**src/rtl/osm_pkg.sv**
```systemverilog
`default_nettype none
package osm_pkg;

  // Command codes
  localparam logic [2:0] CMD_ADD    = 3'd0;
  localparam logic [2:0] CMD_REMOVE = 3'd1;
  localparam logic [2:0] CMD_RANK   = 3'd2;
  localparam logic [2:0] CMD_SELECT = 3'd3;
  localparam logic [2:0] CMD_PRED   = 3'd4;
  localparam logic [2:0] CMD_SUCC   = 3'd5;

  // Status codes
  localparam logic [2:0] ST_OK        = 3'd0;
  localparam logic [2:0] ST_ABSENT    = 3'd1;
  localparam logic [2:0] ST_BAD_RANK  = 3'd2;
  localparam logic [2:0] ST_FULL      = 3'd3;
  localparam logic [2:0] ST_SATURATED = 3'd4;

  localparam logic signed [31:0] KEY_LOWEST  = 32'sh8000_0000;
  localparam logic signed [31:0] KEY_HIGHEST = 32'sh7FFF_FFFF;

  typedef struct packed {
    logic        [2:0]  command;
    logic signed [31:0] operand;
  } in_item_t;

  typedef struct packed {
    logic signed [31:0] answer;
    logic        [2:0]  status;
  } out_item_t;

  typedef enum logic [2:0] {
    CELL_HOLD,
    CELL_INC,
    CELL_DEC,
    CELL_INSERT,
    CELL_DELETE
  } cell_op_t;

  typedef enum logic [1:0] {
    SCAN_RANK,
    SCAN_SELECT,
    SCAN_PRED,
    SCAN_SUCC
  } scan_mode_t;

  typedef struct packed {
    cell_op_t   op;
    scan_mode_t mode;
  } cell_ctl_t;

  // Wave that travels down the chain during a query
  typedef struct packed {
    logic               found;
    logic signed [31:0] key;
  } scan_pkt_t;

endpackage
`default_nettype wire

```
**src/rtl/osm_cell.sv**
```systemverilog
`default_nettype none
module osm_cell #(
  parameter int KEY_BITS   = 32,
  parameter int COUNT_BITS = 16,
  parameter int SW         = 33
) (
  input  wire                          clk,
  input  wire                          rst_n,
  input  wire osm_pkg::cell_ctl_t      ctl,
  input  wire logic signed [KEY_BITS-1:0] cmd_key,
  input  wire logic [SW-1:0]           rank,
  input  wire logic                    left_below,
  input  wire logic signed [KEY_BITS-1:0] left_key,
  input  wire logic [COUNT_BITS-1:0]   left_cnt,
  input  wire logic signed [KEY_BITS-1:0] right_key,
  input  wire logic [COUNT_BITS-1:0]   right_cnt,
  input  wire logic [SW-1:0]           sum_in,
  input  wire osm_pkg::scan_pkt_t      pkt_in,
  output logic signed [KEY_BITS-1:0]   key_o,
  output logic [COUNT_BITS-1:0]        cnt_o,
  output logic                         below_o,
  output logic                         eq_o,
  output logic                         sat_o,
  output logic                         single_o,
  output logic [SW-1:0]                sum_o,
  output osm_pkg::scan_pkt_t           pkt_o
);

  logic signed [KEY_BITS-1:0] key_r, key_nxt;
  logic [COUNT_BITS-1:0]      cnt_r, cnt_nxt;
  logic [SW-1:0]              sum_r, sum_nxt;
  osm_pkg::scan_pkt_t         pkt_r, pkt_nxt;
  logic                       occ;
  logic signed [31:0]         key_ext;

  assign occ      = (cnt_r != '0);
  assign below_o  = occ && (key_r < cmd_key);
  assign eq_o     = occ && (key_r == cmd_key);
  assign sat_o    = eq_o && (&cnt_r);
  assign single_o = eq_o && (cnt_r == COUNT_BITS'(1));
  assign key_ext  = 32'(key_r);
  assign key_o    = key_r;
  assign cnt_o    = cnt_r;
  assign sum_o    = sum_r;
  assign pkt_o    = pkt_r;

  // Storage update: count up or down in the matching cell, or shift toward or away from the insertion point
  always_comb begin
    key_nxt = key_r;
    cnt_nxt = cnt_r;
    case (ctl.op)
      osm_pkg::CELL_INC: begin
        if (eq_o) cnt_nxt = cnt_r + COUNT_BITS'(1);
      end
      osm_pkg::CELL_DEC: begin
        if (eq_o) cnt_nxt = cnt_r - COUNT_BITS'(1);
      end
      osm_pkg::CELL_INSERT: begin
        if (!below_o) begin
          if (left_below) begin
            key_nxt = cmd_key;
            cnt_nxt = COUNT_BITS'(1);
          end else begin
            key_nxt = left_key;
            cnt_nxt = left_cnt;
          end
        end
      end
      osm_pkg::CELL_DELETE: begin
        if (!below_o) begin
          key_nxt = right_key;
          cnt_nxt = right_cnt;
        end
      end
      default: ;
    endcase
  end

  // Scan wave: take the left neighbor's packet and add this cell's part
  always_comb begin
    sum_nxt = sum_in;
    pkt_nxt = pkt_in;
    case (ctl.mode)
      osm_pkg::SCAN_RANK: begin
        if (below_o) sum_nxt = sum_in + SW'(cnt_r);
      end
      osm_pkg::SCAN_SELECT: begin
        sum_nxt = sum_in + SW'(cnt_r);
        if (!pkt_in.found && occ && (sum_nxt >= rank)) begin
          pkt_nxt.found = 1'b1;
          pkt_nxt.key   = key_ext;
        end
      end
      osm_pkg::SCAN_PRED: begin
        if (below_o) pkt_nxt.key = key_ext;
      end
      default: begin
        if (!pkt_in.found && occ && (key_r > cmd_key)) begin
          pkt_nxt.found = 1'b1;
          pkt_nxt.key   = key_ext;
        end
      end
    endcase
  end

  always_ff @(posedge clk) begin
    if (!rst_n) begin
      cnt_r <= '0;
    end else begin
      cnt_r <= cnt_nxt;
    end
    key_r <= key_nxt;
    sum_r <= sum_nxt;
    pkt_r <= pkt_nxt;
  end

endmodule
`default_nettype wire

```
**config.mk**
```make
export PLATFORM = sky130hd
export DESIGN_NAME = osm_cell
export DESIGN_NICKNAME = d
export VERILOG_FILES = /design/src/rtl/osm_pkg.sv /design/src/rtl/osm_cell.sv
export SDC_FILE = /design/constraint.sdc
export NUM_CORES = 1
export LEC_CHECK = 0
export BUFFER_PORTS_ARGS = -buffer_cell sky130_fd_sc_hd__buf_4
export CORE_AREA = 2 2 141 143
export CTS_CLUSTER_SIZE = 30
export DETAILED_ROUTE_END_ITERATION = 16
export DIE_AREA = 0 0 143 145
export PLACE_DENSITY_LB_ADDON = 0.15
export SETUP_SLACK_MARGIN = 0.1
export SLEW_MARGIN = 20
export SYNTH_ARGS = -nofsm -noshare
export SYNTH_HDL_FRONTEND = slang
export SYNTH_SLANG_ARGS = --single-unit
```
**constraint.sdc**
```tcl
create_clock -name clk -period 4 [get_ports clk]
set_input_delay 0.2 -clock clk [delete_from_list [all_inputs] [get_ports clk]]
set_output_delay 0.2 -clock clk [all_outputs]
set_load 0.05 [all_outputs]
```
Yosys cells after proc, flatten, opt, wreduce, memory -nomap -nowiden
Cells that the tools add are included.
{"block": "totals", "register_bits": 114, "out_inout_bits": 118, "word_cells": 56, "input_bits": 235}
{"block": "op_classes", "addsub": 3, "n_mux": 17, "reduce_logical": 16, "eq_ne": 12, "n_lt_le_gt_ge": 3}
{"cell": "$mux 32", "count": 4}
{"cell": "$mux 33", "count": 3}
{"cell": "$pmux 32 s3", "count": 1}
{"cell": "$mux 16", "count": 5}
{"cell": "$pmux 33 s2", "count": 1}
{"cell": "$pmux 16 s4", "count": 1}
{"cell": "$pmux 32 s2", "count": 1}
{"cell": "$add 33x16->33", "count": 1}
{"cell": "$ge 33x33->1", "count": 1}
{"cell": "$eq 32x32->1", "count": 1}
{"cell": "$gt 32x32->1", "count": 1}
{"cell": "$lt 32x32->1", "count": 1}
{"cell": "$add 16x1->16 const B", "count": 1}
{"cell": "$eq 16x1->1 const B", "count": 1}
{"cell": "$reduce_and 16->1", "count": 1}
{"cell": "$reduce_bool 16->1", "count": 1}
{"cell": "$sub 16x1->16 const B", "count": 1}
{"cell": "$ne 2x2->1 const B", "count": 4}
{"cell": "$logic_and 1x1->1", "count": 7}
{"cell": "$eq 3x2->1 const B", "count": 2}
{"cell": "$reduce_and 5->1", "count": 1}
{"cell": "$reduce_bool 4->1", "count": 1}
{"cell": "$eq 3x1->1 const B", "count": 1}
{"cell": "$eq 3x3->1 const B", "count": 1}
{"cell": "8 further kinds", "count": 8}

Logic depth before layout (Yosys ltp)
{"block": "depth", "ltp_word": 5, "ltp_mapped": 21, "depth_no_buf": 19}

Worst setup path before layout
OpenSTA, ideal clock, no wires.
{"block": "synth_timing", "path_type": "register -> register", "from": "reg cnt_r[3] (netlist: cnt_o[3])", "to": "reg pkt_r (netlist bit pkt_o[0])", "arrival_time_ps": 4644, "stages_incl_launch_ff": 20, "period_less_slack_ps": 4765, "required_time_ps": 3879, "setup_slack_ps": -765, "setup_time_ps": 121, "n_path_buf": 2, "cell_sequence": "dfxtp_1 ha_1 o21a_1 o31a_1 o311ai_0 a21oi_1 o21ai_0 clkbuf_1 nor2_1 xor2_1 ha_1 a21o_1 a21o_1 a21oi_1 o211ai_1 and4bb_2 a21oi_1 o31ai_4 buf_6 mux2_2"}
{"item": "start, declared", "line": "osm_cell.sv:30", "rtl": "logic [COUNT_BITS-1:0] cnt_r, cnt_nxt;"}
{"item": "start signal, assigned", "line": "osm_cell.sv:110", "rtl": "cnt_r <= cnt_nxt;"}
{"item": "end signal, assigned", "line": "osm_cell.sv:114", "rtl": "pkt_r <= pkt_nxt;"}
{"item": "end, declared", "line": "osm_cell.sv:32", "rtl": "osm_pkg::scan_pkt_t pkt_r, pkt_nxt;"}

==> results.py <==
metrics = {
    "clocking": {
        "worst_skew_pair.late_latency_ns": 0.42,
        "clock-sinks": 114,
        "htree_levels": 4,
        "clkTransAtPathRegs_ns": 0.06,
        "numCtsBuffers": 17,
        "clk_path_buf_depth": 2,
        "clockRootBuffer": "clkbuf_16",
        "tritoncts": "done",
    },
    "global_routing": {
        "grt_max_degree": 77,
        "antenna_found_initial": 0,
        "grt_util_all_layers_pct": 27.9,
        "grt_pass1_wl_mm": 45.6,
        "grt-ovfl-total": 0,
        "grt_pass1_vias": 8630,
    },
    "finish": {
        "area_growth_syn_to_layout_pct": 55.5,
        "drive_gt1_share_pct": 39.3,
        "utilization_pct": 67.1,
        "num-nets-final": 1705,
        "final_cells": 1663,
        "antenna_cells": 0,
        "n_fill_cell": 1650,
    },
    "timing": {
        "setup_viol": 32,
        "slew_violations": 0,
        "worstMarginPinSlew_ns": 1.06,
        "relSlewSlack_pct": 29.2,
        "fin_crit_sh_pct": 107,
        "grt_setup_unrepaired": "yes",
        "period_needed_ns": 4.30,
        "final-hold-violation-count": 0,
        "setup_ws_ns": -0.297,
        "fmax_mhz": 233,
        "finalClockSkew_ns": 0.0103,
    },
    "placed_design": {
        "dpl.hpwl_mm": 23.0,
        "portBuffers": 352,
        "gp_congestion": 0.932,
        "post-place-cells": 1589,
    },
    "yosys": {
        "synth_area_leaders": "dfxtp_1 (20%), ha_1 (13%), edfxtp_1 (12%)",
        "postSynthAreaPerCell_um2": 8.72,
        "yosysMostFrequentCell": "ha_1",
        "synth_warnings": 0,
        "synth.top_cell.area_share_pct": 19.8,
        "syn_inst": 950,
        "netlist_area_um2": 8290,
        "synth_largest_area_cell": "dfxtp_1",
        "synth_common_cells": "ha_1 (84), nand2_1 (83), dfxtp_1 (82), inv_1 (79), o21ai_0 (66)",
        "seq_area_frac_synth_pct": 31.4,
        "syn_nets": 1270,
        "synth_edf_count": 32,
        "ys_types": 69,
        "synth-main-ff-cell": "dfxtp_1",
        "ys_ff_latch": 114,
        "async_reset_ff_share_pct": 0,
    },
    "status": {
        "violations": "setup timing",
        "outcome": "complete, but fails checks",
    },
    "critical_path": {
        "start_kind": "flop",
        "path_max_fanout": 8,
        "worstSetupEndpointType": "flop",
        "r2r_slack_ns": -0.30,
        "worst_ep_arrival_time_ns": 4.60,
        "cp.required_ns": 4.30,
        "worstSetupPathType": "flop to flop",
    },
    "detailed_routing": {
        "ant_nets": 0,
        "wl_per_cell_um": 17.9,
        "via_per_inst": 5.35,
        "drc_errors": 0,
        "dr_total_vias": 8896,
        "drt-initial-drc-count": 461,
        "wl_mm": 29.8,
        "detail_route.first_pass.iterations": 5,
    },
    "power_and_ir_drop": {
        "clkPwrFrac_pct": 29.2,
        "leakage_nw": 6.29,
        "p_seq_share_pct": 26.6,
        "netSwitchingPower_w": 0.00206,
        "p_per_area_nw_per_um2": 419,
        "comb_power_share_pct": 44.2,
        "vdd_drop_max_mv": 0.317,
        "netSwitchingFraction_pct": 38.1,
        "p_int_w": 0.00334,
    },
    "hold_path": {
        "hold_path.class": "primary input to flop",
    },
    "run": {
        "maxCapViolCount": 0,
    },
    "floorplan": {
        "die_area_um2": 20700,
        "num_rows": 51,
        "dieWidth_um": 143,
        "io_pins": 353,
        "initial_core_util_pct": 43.1,
        "core_um2": 19200,
        "die_y_um": 145,
    },
}
-- area by class of cell --
class,count,area [µm²],area share [%]
clock inverters,12,125,0.971
repair buffers,459,3580,27.8
well taps,265,332,2.57
flip-flops and latches,114,2630,20.4
inverters,80,300,2.33
multi-input cells,713,5430,42.1
clock buffers,20,489,3.80
-- sequential cells by signal, indices dropped and copies added (netlist names) --
register	count
key_o	32
sum_o	33
pkt_o	33
cnt_o	16
-- per-stage QoR --
stage / hold WS [ns] / setup TNS (ns) / setup WS (ns) / total power, W / area, µm²
finish: 0.0149 / -9.12 / -0.297 / 0.00540 / 12900
global route: 0.00181 / -14.58 / -0.472 / 0.00566 / 12900
CTS: 0.00131 / -7.40 / -0.247 / 0.00540 / 12800
detailed placement: 0.410 / -8.89 / -0.301 / 0.00374 / 11700
global placement: 0.408 / -8.52 / -0.291 / 0.00372 / 11700
floorplan: 0.286 / -2.61 / -0.0872 / 0.00295 / 8470
-- metal layers --
| layer | part of all wire, % | vias up | global-route usage (%) |
|---|---|---|---|
| met5 | 0 | - | 0 |
| met4 | 3.9 | 0 | 12.6 |
| met3 | 7.0 | 71 | 5.61 |
| met2 | 48 | 390 | 46.4 |
| met1 | 41 | 4115 | 34.7 |
| li1 | - | 4320 | - |
-- layout by cell type, fill, tap and decap left out, drive strengths merged, types with 8 or more instances in the layout --
cell type    instances
nand3               32
xor2                24
nor2b                9
nand4               21
nor2                56
and3                 8
mux2i               33
edfxtp              32
buf                422
nor3                26
inv                 81
mux2                47
ha                  84
a211oi              10
a221oi              14
xnor2               27
a21oi               64
clkbuf              20
o21ai               67
nand2               83
a21o                23
dfxtp               82
dlygate4sd3         37
-- cell families after synthesis --
logic type,share of synthesized area (%)
AOI/OAI and AO/OA,17.7
xor gates and xnor gates,5.39
adders and majority gates,12.9
buffers and inverters,6.03
DFF,31.4
muxes,10.6
and+or+nand+nor,15.9
-- path summary, 6_finish.rpt --
| check | start | endpoint | depth (start not counted) |
|---|---|---|---|
| min reg2reg | key_o[23] | pkt_o[23] | 1 |
| min | pkt_in[28] | pkt_o[28] | 2 |
| max reg2reg | cnt_o[0] | pkt_o[12] | 21 |
| max | cnt_o[0] | pkt_o[12] | 21 |
-- repair_timing --
action,CTS,global route
setup endpoints to repair,32,33
resized for setup,11,14
cloned,1,0
setup buffers,2,2
hold buffers,36,1
pin swaps,10,9
hold endpoints to repair,36,1
-- worst max-delay path: stages, from the launching register on --
cell and delay, ns:
dfxtp_4 0.35, ha_4 0.16, inv_2 0.05, fa_2 0.21, nor2b_2 0.05, o31a_1 0.38, o31a_1 0.32, o21ai_1 0.16
a21boi_1 0.10, or4b_4 0.51, nand3_4 0.09, ha_4 0.20, a21o_1 0.15, a21o_1 0.16, a21oi_2 0.14, nor3_2 0.05
a211oi_2 0.15, buf_4 0.15, a21oi_4 0.06, o31ai_4 0.18, buf_12 0.23, mux2_4 0.31
-- power by group through the flow --
stage	sequential [W]	combinational [W]	clock [W]
3_5_place_dp	0.00146	0.00229	0
3_3_place_gp	0.00146	0.00227	0
6_report	0.00144	0.00239	0.00158
4_1_cts	0.00144	0.00236	0.00160
5_1_grt	0.00145	0.00255	0.00165
2_1_floorplan	0.00200	0.000948	0
(Power assumes the default switching activity.)
